File: src/rtl/hsvc_pkg.sv
`timescale 1ns / 1ps
// ----------------------------------------------------------------------------
// HSV classifier package
// Shared types, register codes and hue constants of the HSV range classifier.
// ----------------------------------------------------------------------------
package hsvc_pkg;

	localparam int HUE_W   = 13;   // hue and hue bounds, sixteenths of a degree
	localparam int LIM_W   = 9;    // saturation and value thresholds
	localparam int CHAN_W  = 8;    // one colour channel
	localparam int QUO_W   = 10;   // quotient of 960*|num|/delta, at most 960
	localparam int NUMER_W = CHAN_W + QUO_W;   // 960*|num| fits in 18 bits
	localparam int DIV_CELLS = QUO_W;

	localparam logic [HUE_W-1:0] HUE_RED_WRAP = 13'd5760;
	localparam logic [HUE_W-1:0] HUE_GREEN    = 13'd1920;
	localparam logic [HUE_W-1:0] HUE_BLUE     = 13'd3840;

	localparam int REG_IDX_W = 3;
	localparam logic [REG_IDX_W-1:0] REG_HUE_LOW_A  = 3'd0;
	localparam logic [REG_IDX_W-1:0] REG_HUE_HIGH_A = 3'd1;
	localparam logic [REG_IDX_W-1:0] REG_SAT_MIN_A  = 3'd2;
	localparam logic [REG_IDX_W-1:0] REG_VAL_MIN_A  = 3'd3;
	localparam logic [REG_IDX_W-1:0] REG_HUE_LOW_B  = 3'd4;
	localparam logic [REG_IDX_W-1:0] REG_HUE_HIGH_B = 3'd5;
	localparam logic [REG_IDX_W-1:0] REG_SAT_MIN_B  = 3'd6;
	localparam logic [REG_IDX_W-1:0] REG_VAL_MIN_B  = 3'd7;

	typedef struct packed {
		logic [HUE_W-1:0] hue_low_a;
		logic [HUE_W-1:0] hue_high_a;
		logic [LIM_W-1:0] sat_min_a;
		logic [LIM_W-1:0] val_min_a;
		logic [HUE_W-1:0] hue_low_b;
		logic [HUE_W-1:0] hue_high_b;
		logic [LIM_W-1:0] sat_min_b;
		logic [LIM_W-1:0] val_min_b;
	} cfg_t;

	// Token handed from one divider cell to the next.
	typedef struct packed {
		logic              vld;
		logic [CHAN_W-1:0] rem;     // partial remainder, below dvs unless delta is zero
		logic [QUO_W-1:0]  numer;   // dividend bits still to be shifted in
		logic [QUO_W-1:0]  quo;     // quotient bits produced so far
		logic [CHAN_W-1:0] dvs;     // divisor: max minus min channel
		logic [HUE_W-1:0]  base;    // hue base of the sector
		logic              neg;     // channel difference was negative
		logic              grey;    // delta is zero, hue forced to zero
		logic              ok_a;    // saturation and value tests of range A
		logic              ok_b;    // saturation and value tests of range B
	} cell_t;

endpackage

File: src/rtl/hsv_range_pixel_classifier_unit.sv
`timescale 1ns / 1ps
// ----------------------------------------------------------------------------
// HSV range pixel classifier
// Classifies RGB pixels against two configurable HSV windows, one per clock.
// ----------------------------------------------------------------------------
// A pixel transaction is taken on every rising edge at which start is high;
// busy is tied low, so a new pixel may be presented in every cycle and the
// block sustains one pixel per clock.
// Each pixel produces exactly one result transaction: done is high for one
// cycle with mask_bit alongside. Results leave in the order the pixels
// arrived.
// The pipeline is shaped by the hue division: a front end of two stages, a row
// of ten divider cells (one quotient bit each) and two back-end stages that
// form the hue and compare it with the windows.
// The receiver cannot stall the block; a result not taken in its cycle is
// simply gone, so the consumer must sample done on every edge.
// The eight range registers sit on the APB port at byte offsets 4*index.
// Reset clears the pipeline valid flags, so no stray done appears, and loads
// the registers with a single red wrap window in range A and range B off.
// Registers are meant to be rewritten only while no pixel is in flight.
// ----------------------------------------------------------------------------
module hsv_range_pixel_classifier_unit import hsvc_pkg::*; (
	input  logic              clk,
	input  logic              arst_n,
	input  logic              start,
	output logic              busy,
	input  logic [CHAN_W-1:0] red,
	input  logic [CHAN_W-1:0] green,
	input  logic [CHAN_W-1:0] blue,
	output logic              done,
	output logic              mask_bit,
	input  logic              psel,
	input  logic              penable,
	input  logic              pwrite,
	input  logic [4:0]        paddr,
	input  logic [31:0]       pwdata,
	output logic [31:0]       prdata,
	output logic              pready
);

	cfg_t                 cfg_q;
	logic                 wr_en;
	logic [REG_IDX_W-1:0] reg_idx;

	assign busy    = 1'b0;
	assign pready  = 1'b1;
	assign reg_idx = paddr[4:2];
	assign wr_en   = psel && penable && pwrite && pready;

	// Register file. Values are truncated to the width of each register.
	always_ff @(posedge clk or negedge arst_n) begin
		if (!arst_n) begin
			cfg_q.hue_low_a  <= 13'd5360;
			cfg_q.hue_high_a <= 13'd160;
			cfg_q.sat_min_a  <= 9'd90;
			cfg_q.val_min_a  <= 9'd60;
			cfg_q.hue_low_b  <= 13'd0;
			cfg_q.hue_high_b <= 13'd0;
			cfg_q.sat_min_b  <= 9'd0;
			cfg_q.val_min_b  <= 9'd256;
		end else if (wr_en) begin
			unique case (reg_idx)
				REG_HUE_LOW_A:  cfg_q.hue_low_a  <= pwdata[HUE_W-1:0];
				REG_HUE_HIGH_A: cfg_q.hue_high_a <= pwdata[HUE_W-1:0];
				REG_SAT_MIN_A:  cfg_q.sat_min_a  <= pwdata[LIM_W-1:0];
				REG_VAL_MIN_A:  cfg_q.val_min_a  <= pwdata[LIM_W-1:0];
				REG_HUE_LOW_B:  cfg_q.hue_low_b  <= pwdata[HUE_W-1:0];
				REG_HUE_HIGH_B: cfg_q.hue_high_b <= pwdata[HUE_W-1:0];
				REG_SAT_MIN_B:  cfg_q.sat_min_b  <= pwdata[LIM_W-1:0];
				REG_VAL_MIN_B:  cfg_q.val_min_b  <= pwdata[LIM_W-1:0];
				default:        cfg_q            <= cfg_q;
			endcase
		end
	end

	// Read-back multiplexer; unused upper bits read as zero.
	always_comb begin
		unique case (reg_idx)
			REG_HUE_LOW_A:  prdata = {19'b0, cfg_q.hue_low_a};
			REG_HUE_HIGH_A: prdata = {19'b0, cfg_q.hue_high_a};
			REG_SAT_MIN_A:  prdata = {23'b0, cfg_q.sat_min_a};
			REG_VAL_MIN_A:  prdata = {23'b0, cfg_q.val_min_a};
			REG_HUE_LOW_B:  prdata = {19'b0, cfg_q.hue_low_b};
			REG_HUE_HIGH_B: prdata = {19'b0, cfg_q.hue_high_b};
			REG_SAT_MIN_B:  prdata = {23'b0, cfg_q.sat_min_b};
			REG_VAL_MIN_B:  prdata = {23'b0, cfg_q.val_min_b};
			default:        prdata = '0;
		endcase
	end

	// The chain: front end, then one cell per quotient bit, then back end.
	cell_t chain [DIV_CELLS+1];

	hsvc_front u_front (
		.clk    (clk),
		.arst_n (arst_n),
		.start  (start),
		.red    (red),
		.green  (green),
		.blue   (blue),
		.cfg    (cfg_q),
		.tok    (chain[0])
	);

	for (genvar i = 0; i < DIV_CELLS; i++) begin : g_cell
		hsvc_div_cell u_cell (
			.clk     (clk),
			.arst_n  (arst_n),
			.tok_in  (chain[i]),
			.tok_out (chain[i+1])
		);
	end

	hsvc_back u_back (
		.clk      (clk),
		.arst_n   (arst_n),
		.tok      (chain[DIV_CELLS]),
		.cfg      (cfg_q),
		.done     (done),
		.mask_bit (mask_bit)
	);

endmodule

File: src/rtl/hsvc_front.sv
`timescale 1ns / 1ps
// ----------------------------------------------------------------------------
// HSV classifier front end
// Finds max, min and sector, forms the hue dividend and the S/V tests.
// ----------------------------------------------------------------------------
module hsvc_front import hsvc_pkg::*; (
	input  logic              clk,
	input  logic              arst_n,
	input  logic              start,
	input  logic [CHAN_W-1:0] red,
	input  logic [CHAN_W-1:0] green,
	input  logic [CHAN_W-1:0] blue,
	input  cfg_t              cfg,
	output cell_t             tok
);

	logic              vld_s1;
	logic [CHAN_W-1:0] maxv_s1;
	logic [CHAN_W-1:0] delta_s1;
	logic [CHAN_W-1:0] num_abs_s1;
	logic              neg_s1;
	logic [HUE_W-1:0]  base_s1;

	logic              red_max, green_max;
	logic [CHAN_W-1:0] maxv, minv;
	logic [CHAN_W:0]   num;
	logic [CHAN_W:0]   num_mag;
	logic [HUE_W-1:0]  base;

	always_comb begin
		red_max   = (red >= green) && (red >= blue);
		green_max = !red_max && (green >= blue);
		maxv = red_max ? red : (green_max ? green : blue);
		minv = red;
		if (green < minv) begin
			minv = green;
		end
		if (blue < minv) begin
			minv = blue;
		end
		if (red_max) begin
			num = {1'b0, green} - {1'b0, blue};
		end else if (green_max) begin
			num = {1'b0, blue} - {1'b0, red};
		end else begin
			num = {1'b0, red} - {1'b0, green};
		end
		num_mag = num[CHAN_W] ? (~num + 1'b1) : num;
		if (red_max) begin
			base = num[CHAN_W] ? HUE_RED_WRAP : '0;
		end else if (green_max) begin
			base = HUE_GREEN;
		end else begin
			base = HUE_BLUE;
		end
	end

	always_ff @(posedge clk or negedge arst_n) begin
		if (!arst_n) begin
			vld_s1 <= 1'b0;
		end else begin
			vld_s1 <= start;
		end
	end

	always_ff @(posedge clk) begin
		maxv_s1    <= maxv;
		delta_s1   <= maxv - minv;
		num_abs_s1 <= num_mag[CHAN_W-1:0];
		neg_s1     <= num[CHAN_W];
		base_s1    <= base;
	end

	// Second stage: dividend 960*|num| = 1024*|num| - 64*|num|, and the
	// saturation test delta*256 >= sat_min*max without a division.
	logic [NUMER_W-1:0]        numer;
	logic [LIM_W+CHAN_W-1:0]   sat_lhs;
	logic [LIM_W+CHAN_W-1:0]   sat_rhs_a, sat_rhs_b;
	logic                      ok_a, ok_b;

	always_comb begin
		numer = ({num_abs_s1, {QUO_W{1'b0}}}) - ({4'b0, num_abs_s1, 6'b0});
		sat_lhs   = {1'b0, delta_s1, 8'b0};
		sat_rhs_a = cfg.sat_min_a * maxv_s1;
		sat_rhs_b = cfg.sat_min_b * maxv_s1;
		ok_a = (sat_lhs >= sat_rhs_a) && ({1'b0, maxv_s1} >= cfg.val_min_a);
		ok_b = (sat_lhs >= sat_rhs_b) && ({1'b0, maxv_s1} >= cfg.val_min_b);
	end

	always_ff @(posedge clk or negedge arst_n) begin
		if (!arst_n) begin
			tok <= '0;
		end else begin
			tok.vld   <= vld_s1;
			tok.rem   <= numer[NUMER_W-1:QUO_W];
			tok.numer <= numer[QUO_W-1:0];
			tok.quo   <= '0;
			tok.dvs   <= delta_s1;
			tok.base  <= base_s1;
			tok.neg   <= neg_s1;
			tok.grey  <= (delta_s1 == '0);
			tok.ok_a  <= ok_a;
			tok.ok_b  <= ok_b;
		end
	end

endmodule

File: src/rtl/hsvc_div_cell.sv
`timescale 1ns / 1ps
// ----------------------------------------------------------------------------
// HSV classifier divider cell
// One restoring division step: shifts in a dividend bit, yields a quotient bit.
// ----------------------------------------------------------------------------
module hsvc_div_cell import hsvc_pkg::*; (
	input  logic  clk,
	input  logic  arst_n,
	input  cell_t tok_in,
	output cell_t tok_out
);

	logic [CHAN_W:0]   trial;
	logic              ge;
	logic [CHAN_W:0]   diff;
	logic [CHAN_W-1:0] rem_next;

	always_comb begin
		trial    = {tok_in.rem, tok_in.numer[QUO_W-1]};
		diff     = trial - {1'b0, tok_in.dvs};
		ge       = (trial >= {1'b0, tok_in.dvs});
		rem_next = ge ? diff[CHAN_W-1:0] : trial[CHAN_W-1:0];
	end

	always_ff @(posedge clk or negedge arst_n) begin
		if (!arst_n) begin
			tok_out <= '0;
		end else begin
			tok_out.vld   <= tok_in.vld;
			tok_out.rem   <= rem_next;
			tok_out.numer <= {tok_in.numer[QUO_W-2:0], 1'b0};
			tok_out.quo   <= {tok_in.quo[QUO_W-2:0], ge};
			tok_out.dvs   <= tok_in.dvs;
			tok_out.base  <= tok_in.base;
			tok_out.neg   <= tok_in.neg;
			tok_out.grey  <= tok_in.grey;
			tok_out.ok_a  <= tok_in.ok_a;
			tok_out.ok_b  <= tok_in.ok_b;
		end
	end

endmodule

File: src/rtl/hsvc_back.sv
`timescale 1ns / 1ps
// ----------------------------------------------------------------------------
// HSV classifier back end
// Turns quotient and remainder into the hue and tests both hue windows.
// ----------------------------------------------------------------------------
module hsvc_back import hsvc_pkg::*; (
	input  logic  clk,
	input  logic  arst_n,
	input  cell_t tok,
	input  cfg_t  cfg,
	output logic  done,
	output logic  mask_bit
);

	logic             vld_s1;
	logic [HUE_W-1:0] hue_s1;
	logic             ok_a_s1, ok_b_s1;
	logic             done_q, mask_bit_q;

	logic [HUE_W-1:0] quo_ext;
	logic [HUE_W-1:0] hue;

	// A negative difference needs the ceiling of the quotient, subtracted.
	always_comb begin
		quo_ext = {{(HUE_W-QUO_W){1'b0}}, tok.quo};
		if (tok.grey) begin
			hue = '0;
		end else if (tok.neg) begin
			hue = tok.base - quo_ext - {{(HUE_W-1){1'b0}}, (tok.rem != '0)};
		end else begin
			hue = tok.base + quo_ext;
		end
	end

	always_ff @(posedge clk or negedge arst_n) begin
		if (!arst_n) begin
			vld_s1 <= 1'b0;
		end else begin
			vld_s1 <= tok.vld;
		end
	end

	always_ff @(posedge clk) begin
		hue_s1  <= hue;
		ok_a_s1 <= tok.ok_a;
		ok_b_s1 <= tok.ok_b;
	end

	function automatic logic hue_in(input logic [HUE_W-1:0] h,
	                                input logic [HUE_W-1:0] lo,
	                                input logic [HUE_W-1:0] hi);
		logic above, below;
		above = (h >= lo);
		below = (h <= hi);
		return (lo <= hi) ? (above && below) : (above || below);
	endfunction

	logic hit;

	always_comb begin
		hit = (ok_a_s1 && hue_in(hue_s1, cfg.hue_low_a, cfg.hue_high_a))
		   || (ok_b_s1 && hue_in(hue_s1, cfg.hue_low_b, cfg.hue_high_b));
	end

	always_ff @(posedge clk or negedge arst_n) begin
		if (!arst_n) begin
			done_q <= 1'b0;
		end else begin
			done_q <= vld_s1;
		end
	end

	always_ff @(posedge clk) begin
		mask_bit_q <= hit;
	end

	assign done     = done_q;
	assign mask_bit = mask_bit_q;

endmodule

File: config.mk
export PLATFORM = sky130hd
export DESIGN_NAME = hsv_range_pixel_classifier_unit
export DESIGN_NICKNAME = d
export VERILOG_FILES = /design/src/rtl/hsvc_pkg.sv /design/src/rtl/hsv_range_pixel_classifier_unit.sv /design/src/rtl/hsvc_front.sv /design/src/rtl/hsvc_div_cell.sv /design/src/rtl/hsvc_back.sv
export SDC_FILE = /design/constraint.sdc
export NUM_CORES = 1
export LEC_CHECK = 0
export ABC_AREA = 1
export BUFFER_PORTS_ARGS = -buffer_cell sky130_fd_sc_hd__buf_2
export CELL_PAD_IN_SITES_DETAIL_PLACEMENT = 0
export CELL_PAD_IN_SITES_GLOBAL_PLACEMENT = 2
export CORE_MARGIN = 2
export CORE_UTILIZATION = 41
export CTS_BUF_LIST = sky130_fd_sc_hd__clkbuf_8
export CTS_CLUSTER_DIAMETER = 150
export DETAILED_ROUTE_END_ITERATION = 7
export HOLD_SLACK_MARGIN = 0.12
export PLACE_DENSITY = 0.94
export SLEW_MARGIN = 5
export SYNTH_ARGS = -nofsm -noshare
export SYNTH_HDL_FRONTEND = slang
export SYNTH_SLANG_ARGS = --single-unit
File: constraint.sdc
create_clock -name clk -period 7.23 [get_ports clk]
set_input_delay 1.446 -clock clk [delete_from_list [all_inputs] [get_ports clk]]
set_output_delay 1.446 -clock clk [all_outputs]
set_load 0.1 [all_outputs]
* Word-level counts from Yosys, hierarchy flattened *
Index checks and enable logic that the tools add are counted.

operators by class
  add/subtract/negate cells = 19
  multipliers = 2
  magnitude comparators = 25
  equal/unequal tests = 7
  mux-type cells = 24
  bitwise gates (word level) = 1
  reduce and logical (&&, ||, !) cells = 25

operator list
  cell                 number
  $pmux 32 s8          1
  $mux 8               15
  $ge 9x8->1           10
  $sub 8x8->8          11
  $le 13x13->1         4
  $mux 13              3
  $ge 16x17->1         2
  $mul 9x8->17         2
  $sub 8x8->9          3
  $ge 13x13->1         2
  $ge 8x8->1           3
  $ge 8x9->1           2
  $mux 9               2
  $sub 18x14->18       1
  $lt 8x8->1           2
  $reduce_and 2->1     8
  $add 13x10->13       1
  $sub 13x1->13        1
  $sub 13x10->13       1
  $eq 3x3->1 const B   4
  $mux 12              1
  $logic_and 1x1->1    10
  $add 8x1->8 const B  1
  $logic_not 8->1      1
  other kinds (8)      12

word-level totals
  register bits after elaboration = 621
  input bits = 67

* Depth between registers and ports, before layout *
Gate-level depths: netlist of the first run.

  depth in word-level cells = 9
  gate-level depth with buffers = 34
  depth with buffers taken out = 33

* Hierarchy *
From an unflattened synthesis of the first run, not the netlist that was laid out.

unflattened totals
  cell total of the unflattened synthesis = 4153
  area, all modules = 38181.6 µm²

by module, submodules not included
  module                           instances  cells each  area each (µm²)  seq. area each (µm²)
  hsvc_div_cell                    10         164         1989.4           1326.3
  hsvc_front                       1          1358        9934.5           1376.3
  hsv_range_pixel_classifier_unit  1          522         4394.2           2223.4
  hsvc_back                        1          633         3958.8           370.4

* Worst setup path before layout of the first run *
No wires, ideal clock.

  path kind = input -> output
  from = in paddr[2]
  to = out prdata[11]
  data arrival time = 4.267 ns
  data required time = 5.784 ns
  setup slack = 1.517 ns
  stages on the path = 7
  path buffers = 2
  path through = clkbuf_1 > nor2_1 > inv_1 > nor2_1 > inv_1 > clkbuf_1 > o21ai_0

between the ends
  word-level cells in the longest chain between the ends = 2

RTL lines
  what                                RTL line                               text
  start: declaration                  hsv_range_pixel_classifier_unit.sv:35  input logic [4:0] paddr,
  $eq 3x3->1 (tied with other cells)  hsv_range_pixel_classifier_unit.sv:78  unique case (reg_idx)
  $pmux 32 s8 *                       hsv_range_pixel_classifier_unit.sv:78
  end: declaration                    hsv_range_pixel_classifier_unit.sv:37  output logic [31:0] prdata,

Mark *: on every way between the ends. The rest lies on a longest branch, timed or not. The select of a mux whose other input is x is not followed.

* Worst setup path in the final report of the first run *
  from = reg u_front.maxv_s1[6]
  to = reg u_front.tok[1] in the netlist's numbering

between the ends
  word-level cells in the longest chain between the ends = 3

RTL lines
  what                      RTL line          text
  start: declaration        hsvc_front.sv:18  logic [CHAN_W-1:0] maxv_s1;
  start signal: assignment  hsvc_front.sv:67  maxv_s1 <= maxv;
  $mul 9x8->17              hsvc_front.sv:84  sat_rhs_a = cfg.sat_min_a * maxv_s1;
  $ge 16x17->1              hsvc_front.sv:86  ok_a = (sat_lhs >= sat_rhs_a) && ({1'b0, maxv_s1} >= cfg.val_min_a);
  $logic_and 1x1->1 *       hsvc_front.sv:86
  named net u_front.ok_a    hsvc_front.sv:79  logic ok_a, ok_b;
  end: declaration          hsvc_front.sv:14  output cell_t tok

Mark *: on every way through the listed nets, which the timed path passes. The rest lies on a longest branch.
A chain may end at the register's enable or synchronous reset.

==> results.txt, run 1 <==
Worst-path fanout max: 20
Min cycle time layout: 5.926 ns
Final max-slew violation count: 0
Hold Crit Class: reg -> reg
Worst hold path cell count: 0
GPL Wtd Cong: 0.8669
Vias per inst: 4.786
CP most frequent cell: nand2_1
Final Cycle Share: 0.8197
Detail Placement HPWL: 44.65 mm
Maxcap violations: 0
Fmax: 168.7 MHz
Critical Setup Path Class: reg -> reg
Syn Std Cell Area: 0.02827 mm^2
Detailed-router iteration count before antenna repair: 5
PostCTS Resize Cnt: 0
Outcome: complete, no violations
Clock Tree Buf Depth: 3
GR Overflow Total: 0
VDD IR-drop max: 0.3943 mV
Final nets: 3,705
Total die area: 0.07106 mm^2
Number of CTS-inserted buffers: 80
Most common cell after layout, fill and taps aside: inv_1
Residual DRC: 0
Wirelength per Cell: 13.95 um
Ports: 103
Worst reg-to-reg setup slack: 1.30 ns
GRT Total Usage: 0.1709
Final Hold Viols: 0
Final instance area: 0.03107 mm^2
Worst slew margin: 0.3171
Sequential area share after synthesis: 0.4175
Ys flop type: dfrtp_1
Hold-fix buffers, CTS: 0
Ys async rst share: 0.9042
Post-route setup TNS: 0 ns
CP startpoint kind: register
Die Width: 266.6 um
Die height: 266.6 um
Max incr delay on CP: 0.93 ns
Final wirelength: 57.98 mm
Largest net degree at the start of global routing: 135
# rows: 96
Latest clock arrival within the worst-skew pair: 0.66 ns
Detailed Route Iter0 Violations: 867
Clock skew: 0.04778 ns
First-pass GRT wire length: 98.68 mm
Worst Max-Slew Pin Slew: 1.017 ns
Leak: 16.37 nW
Area grow syn2layout: 9.901%
Commonest non-fill, non-tap cells in the layout: 617 x inv_1, 526 x nand2_1, 417 x dfrtp_1
Worst EP arrival: 6.44 ns
Input/output buffers: 60
Worst hold margin: 0.3264 ns
FF-to-FF path depth: 27
Worst setup EP type: register
Setup WS pre-CTS: 1.281 ns
PD cells: 499.0 mW/mm^2
#FFs+latches synth: 480
Clk root buf: clkbuf_8
Vias in the first global route: 20,270
Avg Cell Area, Syn: 9.040 um^2
CTS tree: yes
Clk sinks: 480
Depth of the CTS H-tree: 3
Library cells used by synthesis: 57
Layout cells sized above 1: 0.07121
Worst EP required: 7.75 ns
Fillers: 6,684
Number of setup buffers added after CTS: 0
Post-synth EDFFs: 0
Vias: 19,890
Worst path slowest cell: dfxtp_1
Core ar.: 0.06847 mm^2
Detail Route Antenna Nets: 0
RSZ-0062 raised after global routing: false
Clock Pin Slew Worst Setup and Hold Paths: 0.06 ns
Total chip power: 15.50 mW
Initial antenna violation count: 1
Syn. warnings: 0
Area after DPL: 0.02940 mm^2
Initial core utilization: 0.4129
Post-route setup slack: 1.304 ns
Final setup viols: 0
Cell count after synthesis: 3,127
through the flow:
| step | utilization | instances |
|---|---|---|
| floorplan | - | 3146 |
| CTS | 0.4537 | 4154 |
| detailed placement | 0.4294 | 4011 |
| finish | 0.4538 | 4155 |
| global route | 0.4538 | 4155 |
| global placement | 0.4294 | 4011 |
power by group:
part	leakage, nW	switching (mW)	total, mW	internal (mW)
clock network	0.948	1.07	2.41	1.34
logic	9.99	5.08	8.64	3.56
registers	5.43	0.723	4.45	3.73
final timing paths:
check / start / end
max: u_front.maxv_s1[6] / u_front.tok[1]
min: u_front.base_s1[8] / u_front.tok[12]
max reg2reg: u_front.maxv_s1[6] / u_front.tok[1]
min reg2reg: u_front.base_s1[8] / u_front.tok[12]
max in group asynchronous: arst_n / g_cell[9].u_cell.tok_out[34]
min in group asynchronous: arst_n / cfg_q[41]
layer usage:
metal	vias up	track usage	wire [um]
met5	-	0	0
met4	0	0.05497	1346
met3	90	0.02371	1979
met2	275	0.2976	28150
met1	9358	0.2190	26500
li1	10160	-	-
Yosys cell counts (3+ instances only):
| cell | count | area share |
|---|---|---|
| nor4_1 | 6 | 0.0013 |
| nand2_1 | 526 | 0.070 |
| a221oi_1 | 18 | 0.0056 |
| buf_4 | 24 | 0.0064 |
| buf_6 | 3 | 0.0012 |
| ha_1 | 328 | 0.15 |
| nand3b_1 | 7 | 0.0019 |
| a211oi_1 | 9 | 0.0024 |
| inv_2 | 4 | 0.00053 |
| o21ai_0 | 195 | 0.035 |
| dfxtp_1 | 46 | 0.033 |
| nand2_2 | 7 | 0.0015 |
| o22ai_1 | 17 | 0.0038 |
| clkbuf_1 | 52 | 0.0069 |
| fa_1 | 99 | 0.070 |
| o2111ai_1 | 6 | 0.0019 |
| xor2_1 | 72 | 0.022 |
| nor3_2 | 5 | 0.0018 |
| a21oi_1 | 201 | 0.036 |
| dfstp_2 | 17 | 0.016 |
| o21bai_1 | 9 | 0.0024 |
| or2_1 | 3 | 0.00066 |
| nor3_1 | 37 | 0.0066 |
| o211ai_1 | 14 | 0.0037 |
| xnor2_1 | 40 | 0.012 |
| o41ai_1 | 7 | 0.0022 |
| clkinv_1 | 3 | 0.00040 |
| dfrtp_1 | 417 | 0.37 |
| o21ai_1 | 10 | 0.0018 |
| nand3_1 | 71 | 0.013 |
| a21o_1 | 17 | 0.0045 |
| nand4_1 | 33 | 0.0073 |
| o21a_1 | 5 | 0.0013 |
| inv_1 | 594 | 0.079 |
| buf_2 | 8 | 0.0014 |
| a31oi_1 | 8 | 0.0018 |
| nor2_1 | 180 | 0.024 |
area by class of cell:
cell class                 count  area (um^2)  share of cell area
sequential                   480        11800              0.3799
inverter                     602         2265             0.07290
antenna                        1        2.502          0.00008055
clock buffer                 101         1390             0.04474
timing repair buffer          71        405.4             0.01305
clock inverter                42        276.5            0.008901
multi-input combinational   1976        13820              0.4449
tap                          882         1104             0.03552
logic make-up (layout without fill, tap and decap cells):
kind of cell	after synthesis	after routing	synth area share
other cells	2	22	0.0002657
flops	480	480	0.4175
simple gates	887	887	0.1307
compound gates	529	529	0.1054
buf+inv	690	816	0.09614
fa+ha+maj	427	427	0.2153
xor+xnor	112	112	0.03470
state kept, by name, summed over array words and instances (netlist names), 5 cells and up:
| register | cells |
|---|---|
| g_cell.u_cell.tok_out | 313 |
| cfg_q | 88 |
| u_front.tok | 30 |
| u_back.hue_s1 | 13 |
| u_front.delta_s1 | 8 |
| u_front.maxv_s1 | 8 |
| u_front.num_abs_s1 | 8 |
| u_front.base_s1 | 5 |
critical path, delay by kind of cell, from the launching register on:
family,cells,cell delay [ns]
fa+ha+maj,6,2.76
simple gates,12,1.23
flops,1,0.93
compound gates,3,0.51
buf+inv,5,0.27
xor+xnor,1,0.13
No activity file was read; power rests on OpenSTA's default activity.
==> run 2, diff against run 1 <==
Clock period 7.23 ns to 5.9 ns, I/O delays scaled along.
==> run 2 against run 1 <==
Against the previous run:
- combinational power up 25%
- hold slack worse by 0.014 ns
- first-iteration DRC count up 31%
- clock power up 21%
- fmax up 7.6%
- power up 23%
- register-to-register slack worse by 0.91 ns
- largest cell class unchanged
- largest power group unchanged
==> results.txt, run 2 (same netlist as run 1, synthesis figures left out) <==
Clk root buf: clkbuf_8 (unchanged)
Multi-input combinational cell area: 0.01383 mm^2 (was 0.01382 mm^2)
Post-route setup TNS: 0 ns (unchanged)
Residual DRC: 0 (unchanged)
Detailed-router iteration count before antenna repair: 5 (unchanged)
Cell family with most CP delay: adder cells (unchanged)
CTS tree: yes (unchanged)
Worst slew margin: 0.3090 (was 0.3171)
Ports: 103 (unchanged)
Max FFs per register: 313 (unchanged)
Fmax: 181.6 MHz (was 168.7 MHz)
Min cycle time layout: 5.507 ns (was 5.926 ns)
Detail Placement HPWL: 45.44 mm (was 44.65 mm)
Total die area: 0.07106 mm^2 (unchanged)
Worst EP arrival: 6.03 ns (was 6.44 ns)
PD cells: 608.8 mW/mm^2 (was 499.0 mW/mm^2)
Most common cell after layout, fill and taps aside: inv_1 (unchanged)
Final setup viols: 0 (unchanged)
Clock skew: 0.04554 ns (was 0.04778 ns)
Die height: 266.6 um (unchanged)
Vias in the first global route: 20,100 (was 20,270)
Clock Tree Buf Depth: 3 (unchanged)
Wirelength per Cell: 14.05 um (was 13.95 um)
Buffers and inverters on the worst path: 5 (unchanged)
Outcome: complete, no violations (unchanged)
Input/output buffers: 60 (unchanged)
Final nets: 3,735 (was 3,705)
Initial core utilization: 0.4129 (unchanged)
Number of CTS-inserted buffers: 80 (unchanged)
Worst path slowest cell: dfstp_2 (was dfxtp_1)
Worst Max-Slew Pin Slew: 1.029 ns (was 1.017 ns)
Hold-fix buffers, CTS: 0 (unchanged)
Final instance area: 0.03129 mm^2 (was 0.03107 mm^2)
CP most frequent cell: nand2_1 (unchanged)
CP startpoint kind: register (unchanged)
Final Hold Viols: 0 (unchanged)
Clock Pin Slew Worst Setup and Hold Paths: 0.07 ns (was 0.06 ns)
Latest clock arrival within the worst-skew pair: 0.67 ns (was 0.66 ns)
GR Overflow Total: 0 (unchanged)
First-pass GRT wire length: 99.25 mm (was 98.68 mm)
# rows: 96 (unchanged)
Leak: 16.53 nW (was 16.37 nW)
Largest net degree at the start of global routing: 149 (was 135)
Max incr delay on CP: 0.58 ns (was 0.93 ns)
Critical Setup Path Class: reg -> reg (unchanged)
Utilization after layout: 0.4571 (was 0.4538)
Fillers: 6,661 (was 6,684)
Worst-path fanout max: 5 (was 20)
Commonest non-fill, non-tap cells in the layout: 623 x inv_1, 526 x nand2_1, 417 x dfrtp_1 (was 617 x inv_1, 526 x nand2_1, 417 x dfrtp_1)
Vias per inst: 4.760 (was 4.786)
Detailed Route Iter0 Violations: 1,136 (was 867)
Detail Route Antenna Nets: 0 (unchanged)
Core ar.: 0.06847 mm^2 (unchanged)
Initial antenna violation count: 1 (unchanged)
RSZ-0062 raised after global routing: false (unchanged)
Worst setup EP type: register (unchanged)
Largest register by flop count: g_cell.u_cell.tok_out (unchanged)
Layout cells sized above 1: 0.08195 (was 0.07121)
Area grow syn2layout: 10.70% (was 9.901%)
Top Registers: g_cell.u_cell.tok_out: 313 flops, cfg_q: 88 flops, u_front.tok: 30 flops (unchanged)
Clk sinks: 480 (unchanged)
Final Cycle Share: 0.9334 (was 0.8197)
Hold Crit Class: reg -> reg (unchanged)
Flip-flop and latch area: 0.01181 mm^2 (was 0.01180 mm^2)
GRT Total Usage: 0.1723 (was 0.1709)
Maxcap violations: 0 (unchanged)
Depth of the CTS H-tree: 3 (unchanged)
Final wirelength: 58.86 mm (was 57.98 mm)
GPL Wtd Cong: 0.8775 (was 0.8669)
Vias: 19,950 (was 19,890)
Final max-slew violation count: 0 (unchanged)
VDD IR-drop max: 0.4669 mV (was 0.3943 mV)
Worst EP required: 6.43 ns (was 7.75 ns)
Die Width: 266.6 um (unchanged)
Area after DPL: 0.02964 mm^2 (was 0.02940 mm^2)
[run 2: metrics by stage]
stage | setup slack, ns | hold WS [ns] | instances | power, mW
floorplan | 0.5434 | 0.3163 | 3146 | 13.87
global placement | 0.2397 | 0.3169 | 4039 | 16.16
detailed placement | 0.2010 | 0.3195 | 4039 | 16.29
CTS | 0.1212 | 0.3113 | 4187 | 19.32
global route | 0.01333 | 0.3270 | 4190 | 21.44
finish | 0.3928 | 0.3125 | 4190 | 19.05
[run 2: timing repair]
item                       4_1_cts  5_1_grt
buffers inserted                 0        2
setup endpoints to repair        0        2
hold endpoints to repair         0        0
resized for setup                0        9
[run 2: routing by layer]
metal | vias up | global-route usage | wire length (um)
met5 | - | 0 | 0
met4 | 0 | 0.05527 | 1372
met3 | 77 | 0.02592 | 2438
met2 | 312 | 0.2909 | 27870
met1 | 9318 | 0.2274 | 27180
li1 | 10240 | - | -
[run 2: final timing paths]
path | startpoint | to | slack, ns | cells past startpoint
max in group asynchronous | arst_n | g_cell[9].u_cell.tok_out[25] | 4.17 | 2
min in group asynchronous | arst_n | cfg_q[31] | 0.51 | 1
worst min-delay path | g_cell[6].u_cell.tok_out[1] | g_cell[7].u_cell.tok_out[1] | 0.31 | 0
worst min register to register | g_cell[6].u_cell.tok_out[1] | g_cell[7].u_cell.tok_out[1] | 0.31 | 0
worst max register to register | cfg_q[56] | u_front.tok[1] | 0.39 | 27
worst max-delay path | cfg_q[56] | u_front.tok[1] | 0.39 | 27
[run 2: power breakdown]
| part | total, mW | switching [mW] | internal (mW) |
|---|---|---|---|
| Combinational | 10.8 | 6.33 | 4.44 |
| Sequential | 5.37 | 0.802 | 4.57 |
| Clock | 2.91 | 1.35 | 1.55 |
[run 2: final cells by class]
type / count / share of cell area
tap: 882 / 0.03526
multi-input combinational: 1976 / 0.4420
clock buffer: 97 / 0.04266
timing repair buffer: 101 / 0.02095
clock inverter: 51 / 0.009276
inverter: 602 / 0.07237
antenna: 1 / 0.00007996
sequential: 480 / 0.3774
[run 2: worst register-to-register path: cells and delay by family (launching register included)]
family	cells	cell delay, ns
flops	1	0.58
simple gates	12	1.22
fa+ha+maj	6	2.75
buf+inv	5	0.27
xor+xnor	1	0.13
compound gates	3	0.43
